### src/sv/alpd_pkg.sv
// Package for the ASCII length-prefixed deframer.
// Holds the beat payload types, the phase and error codes, and the field constants.
// No dependencies.
package alpd_pkg;

  // Field widths.
  localparam int unsigned ByteW = 8;
  localparam int unsigned LenW  = 14;
  localparam int unsigned IdxW  = 12;

  // Every length field and the type field are four bytes long.
  localparam logic [1:0]      LastFieldPos = 2'd3;
  localparam logic [LenW-1:0] FieldBytes   = LenW'(4);
  localparam logic [LenW-1:0] MinFrame     = LenW'(8);

  // ASCII digit range.
  localparam logic [ByteW-1:0] AsciiZero = 8'h30;
  localparam logic [ByteW-1:0] AsciiNine = 8'h39;

  // Decoder phase; the code doubles as the byte kind of the result.
  typedef enum logic [1:0] {
    PH_FLEN = 2'd0,
    PH_TYPE = 2'd1,
    PH_SLEN = 2'd2,
    PH_BODY = 2'd3
  } phase_e;

  // Error codes reported on the offending byte.
  typedef enum logic [1:0] {
    ERR_NONE    = 2'd0,
    ERR_DIGIT   = 2'd1,
    ERR_SHORT   = 2'd2,
    ERR_OVERRUN = 2'd3
  } err_e;

  // Input beat payload.
  typedef struct packed {
    logic [ByteW-1:0] data_byte;
  } in_beat_t;

  // Result beat payload.
  typedef struct packed {
    logic [ByteW-1:0] echo_byte;
    logic [1:0]       byte_kind;
    logic [IdxW-1:0]  segment_index;
    logic [LenW-1:0]  segment_length;
    logic [LenW-1:0]  frame_length;
    logic             segment_end;
    logic             frame_end;
    logic [1:0]       error_code;
  } out_beat_t;

endpackage

### src/sv/alpd_if.sv
// Valid/ready stream interfaces for the deframer input and result channels.
// Depends on alpd_pkg for the payload types.
interface alpd_in_if;
  logic               valid;
  logic               ready;
  alpd_pkg::in_beat_t data;

  modport source (output valid, output data, input ready);
  modport sink   (input valid, input data, output ready);
endinterface

interface alpd_out_if;
  logic                valid;
  logic                ready;
  alpd_pkg::out_beat_t data;

  modport source (output valid, output data, input ready);
  modport sink   (input valid, input data, output ready);
endinterface

### src/sv/alpd_core.sv
// Deframer decode core: parser state registers and the per-byte next-state logic.
// Depends on alpd_pkg. The result is combinational from the state and the byte.
module alpd_core (
  input  logic                           clk_i,
  input  logic                           rst_ni,
  input  logic                           step_i,
  input  logic [alpd_pkg::ByteW-1:0]     data_byte_i,
  output alpd_pkg::out_beat_t            res_o
);

  alpd_pkg::phase_e              phase_q, phase_d;
  logic [1:0]                    digit_cnt_q, digit_cnt_d;
  logic [alpd_pkg::LenW-1:0]     acc_q, acc_d;
  logic [alpd_pkg::LenW-1:0]     frame_rem_q, frame_rem_d;
  logic [alpd_pkg::LenW-1:0]     seg_rem_q, seg_rem_d;
  logic [alpd_pkg::IdxW-1:0]     seg_cnt_q, seg_cnt_d;
  logic [alpd_pkg::LenW-1:0]     frame_len_q, frame_len_d;
  logic [alpd_pkg::LenW-1:0]     seg_len_q, seg_len_d;

  logic                          is_digit;
  logic                          last_of_field;
  logic [alpd_pkg::LenW-1:0]     acc_new;
  logic [alpd_pkg::LenW-1:0]     frame_rem_dec;
  logic [alpd_pkg::LenW-1:0]     seg_rem_dec;
  logic [alpd_pkg::IdxW-1:0]     idx;
  logic                          seg_end;
  logic                          frm_end;
  alpd_pkg::err_e                err;

  // Decimal accumulate: acc * 10 as two shifts, plus the digit value.
  assign is_digit = (data_byte_i >= alpd_pkg::AsciiZero) &&
                    (data_byte_i <= alpd_pkg::AsciiNine);
  assign last_of_field = (digit_cnt_q == alpd_pkg::LastFieldPos);
  assign acc_new = (acc_q << 3) + (acc_q << 1) +
                   {{(alpd_pkg::LenW-4){1'b0}}, data_byte_i[3:0]};
  assign frame_rem_dec = (frame_rem_q != '0) ? frame_rem_q - 1'b1 : frame_rem_q;
  assign seg_rem_dec   = (seg_rem_q != '0) ? seg_rem_q - 1'b1 : seg_rem_q;

  // Next state and result fields for one byte.
  always_comb begin
    phase_d     = phase_q;
    digit_cnt_d = digit_cnt_q;
    acc_d       = acc_q;
    frame_rem_d = frame_rem_q;
    seg_rem_d   = seg_rem_q;
    seg_cnt_d   = seg_cnt_q;
    frame_len_d = frame_len_q;
    seg_len_d   = seg_len_q;
    idx         = '0;
    seg_end     = 1'b0;
    frm_end     = 1'b0;
    err         = alpd_pkg::ERR_NONE;

    case (phase_q)
      alpd_pkg::PH_FLEN: begin
        // The first digit of a frame clears the per-frame report fields.
        if (digit_cnt_q == 2'd0) begin
          seg_cnt_d   = '0;
          frame_len_d = '0;
          seg_len_d   = '0;
        end
        if (!is_digit) begin
          err = alpd_pkg::ERR_DIGIT;
        end else begin
          acc_d = acc_new;
          if (!last_of_field) begin
            digit_cnt_d = digit_cnt_q + 2'd1;
          end else begin
            frame_len_d = acc_new;
            if (acc_new < alpd_pkg::MinFrame) begin
              err = alpd_pkg::ERR_SHORT;
            end else begin
              frame_rem_d = acc_new - alpd_pkg::FieldBytes;
              digit_cnt_d = 2'd0;
              acc_d       = '0;
              phase_d     = alpd_pkg::PH_TYPE;
            end
          end
        end
      end

      alpd_pkg::PH_TYPE: begin
        frame_rem_d = frame_rem_dec;
        if (!last_of_field) begin
          digit_cnt_d = digit_cnt_q + 2'd1;
        end else begin
          digit_cnt_d = 2'd0;
          if (frame_rem_dec == '0) begin
            frm_end = 1'b1;
          end else begin
            phase_d = alpd_pkg::PH_SLEN;
          end
        end
      end

      alpd_pkg::PH_SLEN: begin
        idx         = seg_cnt_q;
        frame_rem_d = frame_rem_dec;
        if (digit_cnt_q == 2'd0) begin
          seg_len_d = '0;
        end
        if (!is_digit) begin
          err = alpd_pkg::ERR_DIGIT;
        end else begin
          acc_d = acc_new;
          if (!last_of_field) begin
            // The frame may not end inside a segment length field.
            if (frame_rem_dec == '0) begin
              err = alpd_pkg::ERR_OVERRUN;
            end else begin
              digit_cnt_d = digit_cnt_q + 2'd1;
            end
          end else begin
            seg_len_d = acc_new;
            if (acc_new > frame_rem_dec) begin
              err = alpd_pkg::ERR_OVERRUN;
            end else begin
              digit_cnt_d = 2'd0;
              acc_d       = '0;
              if (acc_new == '0) begin
                // An empty segment ends on its last length digit.
                seg_end   = 1'b1;
                seg_cnt_d = seg_cnt_q + 1'b1;
                frm_end   = (frame_rem_dec == '0);
              end else begin
                seg_rem_d = acc_new;
                phase_d   = alpd_pkg::PH_BODY;
              end
            end
          end
        end
      end

      alpd_pkg::PH_BODY: begin
        idx         = seg_cnt_q;
        frame_rem_d = frame_rem_dec;
        seg_rem_d   = seg_rem_dec;
        if (seg_rem_dec == '0) begin
          seg_end   = 1'b1;
          seg_cnt_d = seg_cnt_q + 1'b1;
          if (frame_rem_dec == '0) begin
            frm_end = 1'b1;
          end else begin
            phase_d     = alpd_pkg::PH_SLEN;
            digit_cnt_d = 2'd0;
            acc_d       = '0;
          end
        end
      end

      default: begin
        phase_d = alpd_pkg::PH_FLEN;
      end
    endcase

    // After an error or a frame end, wait for the next frame length.
    if (frm_end || (err != alpd_pkg::ERR_NONE)) begin
      phase_d     = alpd_pkg::PH_FLEN;
      digit_cnt_d = 2'd0;
      acc_d       = '0;
      frame_rem_d = '0;
      seg_rem_d   = '0;
    end
  end

  // Result fields; the held lengths show their values after this byte.
  always_comb begin
    res_o.echo_byte      = data_byte_i;
    res_o.byte_kind      = phase_q;
    res_o.segment_index  = idx;
    res_o.segment_length = seg_len_d;
    res_o.frame_length   = frame_len_d;
    res_o.segment_end    = seg_end;
    res_o.frame_end      = frm_end;
    res_o.error_code     = err;
  end

  // Parser state registers, advanced once per consumed byte.
  always_ff @(posedge clk_i or negedge rst_ni) begin
    if (!rst_ni) begin
      phase_q     <= alpd_pkg::PH_FLEN;
      digit_cnt_q <= 2'd0;
      acc_q       <= '0;
      frame_rem_q <= '0;
      seg_rem_q   <= '0;
      seg_cnt_q   <= '0;
      frame_len_q <= '0;
      seg_len_q   <= '0;
    end else if (step_i) begin
      phase_q     <= phase_d;
      digit_cnt_q <= digit_cnt_d;
      acc_q       <= acc_d;
      frame_rem_q <= frame_rem_d;
      seg_rem_q   <= seg_rem_d;
      seg_cnt_q   <= seg_cnt_d;
      frame_len_q <= frame_len_d;
      seg_len_q   <= seg_len_d;
    end
  end

  // An error byte never also closes a segment or the frame.
  assert property (@(posedge clk_i) disable iff (!rst_ni)
    (res_o.error_code != alpd_pkg::ERR_NONE) |-> (!res_o.frame_end && !res_o.segment_end))
    else $error("alpd_core: error byte also flagged as an end");

  // A frame end or an error leaves the parser waiting for a new frame length.
  assert property (@(posedge clk_i) disable iff (!rst_ni)
    (step_i && (res_o.frame_end || (res_o.error_code != alpd_pkg::ERR_NONE)))
    |=> (phase_q == alpd_pkg::PH_FLEN && digit_cnt_q == 2'd0 && acc_q == '0))
    else $error("alpd_core: parser did not return to frame length wait");

  // The last body byte of a segment is flagged as its end.
  assert property (@(posedge clk_i) disable iff (!rst_ni)
    (phase_q == alpd_pkg::PH_BODY && seg_rem_q == alpd_pkg::LenW'(1)) |-> res_o.segment_end)
    else $error("alpd_core: last body byte not marked as segment end");

endmodule

### src/sv/ascii_length_prefixed_deframer_unit.sv
// Top level of the ASCII length-prefixed deframer: input register, decode core,
// result register. Depends on alpd_pkg, alpd_if.sv and alpd_core.
//
// The block takes one byte per clock while the sink keeps up, and returns exactly
// one tagged result beat for every input beat, in order. A byte moves from the
// input register through the decode core into the result register, so a result
// is presented once the result register is free or being emptied. The rate is
// one byte per cycle while the output is not stalled; it is set by the single
// decode step (a multiply-by-ten accumulate and a pair of counter decrements)
// between the two registers. The input register and the result register each hold
// a beat, so one more byte is taken while a finished result waits for the sink;
// after that the input stalls until the sink takes the result.
module ascii_length_prefixed_deframer_unit (
  input  logic        clk_i,
  input  logic        rst_ni,
  alpd_in_if.sink     in_i,
  alpd_out_if.source  out_o
);

  logic                          in_valid_q;
  logic [alpd_pkg::ByteW-1:0]    in_byte_q;
  logic                          out_valid_q;
  alpd_pkg::out_beat_t           out_q;
  alpd_pkg::out_beat_t           res;
  logic                          advance;
  logic                          in_ready;

  // The held byte moves on when the result register is free or being emptied.
  assign advance  = in_valid_q && (!out_valid_q || out_o.ready);
  assign in_ready = !in_valid_q || advance;

  assign in_i.ready  = in_ready;
  assign out_o.valid = out_valid_q;
  assign out_o.data  = out_q;

  // Input register.
  always_ff @(posedge clk_i or negedge rst_ni) begin
    if (!rst_ni) begin
      in_valid_q <= 1'b0;
    end else if (in_ready) begin
      in_valid_q <= in_i.valid;
    end
  end

  always_ff @(posedge clk_i) begin
    if (in_ready && in_i.valid) begin
      in_byte_q <= in_i.data.data_byte;
    end
  end

  // Decode core.
  alpd_core u_core (
    .clk_i       (clk_i),
    .rst_ni      (rst_ni),
    .step_i      (advance),
    .data_byte_i (in_byte_q),
    .res_o       (res)
  );

  // Result register.
  always_ff @(posedge clk_i or negedge rst_ni) begin
    if (!rst_ni) begin
      out_valid_q <= 1'b0;
    end else if (advance) begin
      out_valid_q <= 1'b1;
    end else if (out_o.ready) begin
      out_valid_q <= 1'b0;
    end
  end

  always_ff @(posedge clk_i) begin
    if (advance) begin
      out_q <= res;
    end
  end

endmodule

### src/flat_wrapper.sv
// flat-port wrapper written by rule: the top's interface ports become plain ports
module ascii_length_prefixed_deframer_unit_flat 
  (clk_i, rst_ni, in_i_valid, in_i_data, in_i_ready, out_o_valid, out_o_data, out_o_ready);
  alpd_in_if in_i_i ();
  alpd_out_if out_o_i ();
  input  logic clk_i;
  input  logic rst_ni;
  input wire logic [$bits(in_i_i.valid)-1:0] in_i_valid;
  input wire logic [$bits(in_i_i.data)-1:0] in_i_data;
  output wire logic [$bits(in_i_i.ready)-1:0] in_i_ready;
  output wire logic [$bits(out_o_i.valid)-1:0] out_o_valid;
  output wire logic [$bits(out_o_i.data)-1:0] out_o_data;
  input wire logic [$bits(out_o_i.ready)-1:0] out_o_ready;
  assign in_i_i.valid = in_i_valid;
  assign in_i_i.data = in_i_data;
  assign in_i_ready = in_i_i.ready;
  assign out_o_valid = out_o_i.valid;
  assign out_o_data = out_o_i.data;
  assign out_o_i.ready = out_o_ready;
  ascii_length_prefixed_deframer_unit u_core (.clk_i(clk_i), .rst_ni(rst_ni), .in_i(in_i_i), .out_o(out_o_i));
endmodule
### config.mk
export PLATFORM = sky130hd
export DESIGN_NAME = ascii_length_prefixed_deframer_unit_flat
export DESIGN_NICKNAME = d
export VERILOG_FILES = /design/src/sv/alpd_pkg.sv /design/src/sv/alpd_if.sv /design/src/sv/alpd_core.sv /design/src/sv/ascii_length_prefixed_deframer_unit.sv /design/src/flat_wrapper.sv
export SDC_FILE = /design/constraint.sdc
export NUM_CORES = 1
export LEC_CHECK = 0
export BUFFER_PORTS_ARGS = -buffer_cell sky130_fd_sc_hd__buf_4
export CORE_AREA = 2 2 228 118
export DETAILED_ROUTE_END_ITERATION = 16
export DIE_AREA = 0 0 230 120
export SLEW_MARGIN = 40
export SYNTH_ARGS = -nofsm -noshare
export SYNTH_HDL_FRONTEND = slang
export SYNTH_HIERARCHICAL = 1
export SYNTH_SLANG_ARGS = --single-unit
### constraint.sdc
create_clock -name clk_i -period 5.55 [get_ports clk_i]
set_input_delay 0.8325 -clock clk_i [delete_from_list [all_inputs] [get_ports clk_i]]
set_output_delay 0.8325 -clock clk_i [all_outputs]
set_load 0.01 [all_outputs]
==> flow_summary.yaml <==
critical_path:
  cp_max_fo: 9
  reg2reg_slack_ns: 0.30
  path_buf_inv: 4
  r2r.worst_path.cells: 19
  r2r_start: "u_core/in_byte_q[3]$_DFFE_PP_"
  cp_cell_sequence: "inv_1 -> fa_1 -> inv_1 -> ha_1 -> a211oi_1 -> o21ai_1 -> a21oi_2 -> o31ai_1 -> xor2_1 -> inv_1 -> ha_1 -> nand4_1 -> nor4_1 -> a31oi_1 -> buf_4 -> or4_1 -> a31oi_4 -> o21ai_1 -> a32o_1"
  critPathMaxStageDelay_ns: 0.60
  cp.required_ns: 5.87
  crit_type: "reg -> reg"
  cp-end-kind: "register"
  path_delay_family: "compound AO/OA/AOI/OAI gates"
  crit_arrival_ns: 5.57
  worst_setup_path_start_kind: "register"
  cp_slowest_cell: "fa_1"
  r2r_end: "u_core/u_core/seg_rem_q[7]$_DFFE_PN0P_"
  critical-path-top-cell-by-count: "inv_1"
finish:
  final_nets: 991
  drive_gt1_frac: 0.195
  fin_util: 0.402
  diodes: 0
  synthToLayoutAreaGrowth_pct: 17.0
placed_design:
  gp_congestion: 0.958
  port_buffers: 67
  dpl.hpwl_um: 18400
timing:
  timing.fmax_mhz: 190
  slew_headroom: 0.478
  fin_setup_tns_ns: 0
  finClkSkew_ns: 0.0114
  min_period_ns: 5.25
  worst_pin_slew_ns: 0.782
  finalSetupViolCount: 0
  hold_viol: 0
  drv_slew: 0
  final.period_utilization: 0.946
  rsz0062_at_grt: "false"
clock_network:
  numClockSinks: 149
  insertion_delay_ns: 0.44
  cts_root_buf: "clkbuf_16"
  cts-hold-fix-buffers: 0
  clock_path_buffers: 2
  h-tree-depth: 4
  cts_tree: "yes"
  cts.clk_slew.worst_paths_ns: 0.06
  numCtsBuffers: 17
synthesis:
  synth_nets: 932
  ys_types: 77
  synth_edf_count: 62
  ys_ff_latch: 149
  syn-cell-area_um2: 8850
  synthCells: 875
  ys_seq_area_frac: 0.456
  synth_warnings: 6
  ys.flop_type: "dfrtp_1"
  syn_area_per_cell_um2: 10.1
  ys_async_sr_fraction: 0.584
floorplan:
  dieArea_um2: 27600
  die_w_um: 230
  start_util: 0.344
  io_pins: 68
  core-area_um2: 25700
  dieHeight_um: 120
  std_cell_rows: 42
pwr:
  swShare: 0.250
  power_frac_comb: 0.107
  p_sw_uw: 673
  power.internal_mw: 2.02
  leakagePower_nw: 4.64
  power.density_nw_per_um2: 260
  pwr-share-clk: 0.448
  max-vdd-ir-drop_uv: 209
  seqPwrFrac: 0.446
global_route:
  grt-ovfl-total: 0
  antenna_found_initial: 0
  grt_pass1_vias: 6579
  grtUsageTotal: 0.187
  grt_pass1_wl_um: 38900
  grt_max_degree: 82
detailed_routing:
  drt-vias-per-instance: 5.48
  wire_per_inst_um: 19.3
  via_count: 7117
  dr.pass1.iters: 7
  routed_wl_um: 25100
  dr.first_iter.drc_count: 808
  drc: 0
  ant_nets: 0
worst_hold_path:
  worstHoldPathType: "in -> async"
outcome:
  outcome: "finished clean"
run:
  max_cap_violations: 0
## metal layers
metal | global-route usage | vias to the layer above | routed length [um]
li1 | - | 3348 | -
met1 | 0.302 | 3422 | 13100
met2 | 0.220 | 329 | 8830
met3 | 0.0741 | 18 | 2920
met4 | 0.0383 | 0 | 190
met5 | 0 | - | 0
## layout make-up
cell class / instances / area (um2)
inverters: 48 / 180
fillers: 2558 / 15400
flip-flops and latches: 149 / 4040
clock buffers: 21 / 462
clock inverters: 11 / 146
repair buffers: 96 / 724
multi-input cells: 622 / 4370
well taps: 352 / 440
## worst register-to-register path, cell delays in order (launching register included)
cell and delay (ns):
edfxtp_1 0.36, inv_1 0.07, fa_1 0.60, inv_1 0.06
ha_1 0.30, a211oi_1 0.07, o21ai_1 0.26, a21oi_2 0.13
o31ai_1 0.27, xor2_1 0.22, inv_1 0.06, ha_1 0.29
nand4_1 0.17, nor4_1 0.38, a31oi_1 0.10, buf_4 0.19
or4_1 0.59, a31oi_4 0.41, o21ai_1 0.25, a32o_1 0.35
## registers in the layout (all words and copies together) (netlist names)
register,cells
u_core/out_o.data,54
u_core/u_core/frame_len_q,14
u_core/u_core/frame_rem_q,14
u_core/u_core/seg_len_q,14
u_core/u_core/seg_rem_q,14
u_core/u_core/acc_q,13
u_core/u_core/seg_cnt_q,12
u_core/in_byte_q,8
u_core/u_core/digit_cnt_q,2
u_core/u_core/phase_q,2
u_core/in_valid_q,1
u_core/out_o.valid,1
## power by group through the flow
stage	Sequential [mW]	Clock [mW]	Combinational [mW]
after floorplan	1.23	0	0.140
after global placement	1.22	0	0.283
after detailed placement	1.22	0	0.284
after CTS	1.20	1.24	0.286
after global routing	1.20	1.28	0.312
final	1.20	1.21	0.288
## cell usage in the layout (no fill, tap or decap), drive strengths merged, types with 13 or more instances in the layout
cell type  count
nand3         23
buf           96
nor4          13
nor2          43
inv           51
o211ai        23
nand2b        16
o31ai         14
clkbuf        21
and3          14
dfrtp         87
edfxtp        62
ha            43
nand2         90
and2          17
o21ai         63
mux2          31
a22o          31
nor3          23
xnor2         15
a21oi         34
## logic make-up after synthesis
logic type	after synthesis	share of synthesized area
compound gates	226	0.179
xor+xnor	24	0.0253
buf+inv	104	0.0527
fa+ha+maj	45	0.0653
simple gates	285	0.170
mux	42	0.0519
flops	149	0.456
## stage by stage
| step | instance area (um2) | power, mW | setup slack, ns | hold slack [ns] | std cells |
|---|---|---|---|---|---|
| after floorplan | 8850 | 1.37 | 0.663 | 0.423 | 875 |
| after detailed placement | 9720 | 1.51 | 0.254 | 0.434 | 1264 |
| after CTS | 10300 | 2.72 | 0.229 | 0.377 | 1296 |
| after global placement | 9720 | 1.51 | 0.440 | 0.430 | 1264 |
| final | 10400 | 2.69 | 0.299 | 0.375 | 1299 |
| after global routing | 10400 | 2.80 | 0.0107 | 0.392 | 1299 |
## how the worst max path moves through the flow
stage / start / endpoint / cells past startpoint / slack, ns
2_1_floorplan: u_core/in_byte_q[3]$_DFFE_PP_ / u_core/u_core/frame_rem_q[10]$_DFFE_PN0P_ / 21 / 0.66
3_3_place_gp: u_core/in_byte_q[3]$_DFFE_PP_ / u_core/u_core/seg_rem_q[9]$_DFFE_PN0P_ / 19 / 0.44
3_5_place_dp: u_core/in_byte_q[3]$_DFFE_PP_ / u_core/u_core/seg_rem_q[7]$_DFFE_PN0P_ / 19 / 0.25
4_1_cts: u_core/in_byte_q[3]$_DFFE_PP_ / u_core/u_core/acc_q[3]$_DFFE_PN0P_ / 19 / 0.23
5_1_grt: u_core/in_byte_q[3]$_DFFE_PP_ / u_core/u_core/phase_q[0]$_DFFE_PN0P_ / 17 / 0.01
6_report: u_core/in_byte_q[3]$_DFFE_PP_ / u_core/u_core/seg_rem_q[7]$_DFFE_PN0P_ / 19 / 0.30
## what timing repair did
action                                  in CTS  in global routing
hold endpoints to repair                     0                  0
setup buffers                                0                  1
endpoints found under the setup margin       0                 20
gates resized for setup                      0                  1
## cells in the mapped netlist (9+ instances only)
master,instances,area share
o211ai_1,23,0.020
nor2_1,43,0.018
a21oi_1,34,0.019
mux2_2,31,0.039
nand2b_1,16,0.011
nand2_1,88,0.037
and3_1,14,0.0099
edfxtp_1,62,0.21
and2_1,16,0.011
o21ai_0,59,0.033
o31ai_1,13,0.011
clkbuf_1,35,0.015
nor3_1,23,0.013
xnor2_1,15,0.015
dfrtp_1,87,0.25
ha_1,43,0.061
a22o_1,31,0.031
nor4_1,9,0.0064
mux2i_1,11,0.012
inv_1,47,0.020
nand3_1,23,0.013
buf_4,10,0.0085
Power figures use the tool's default switching activity.
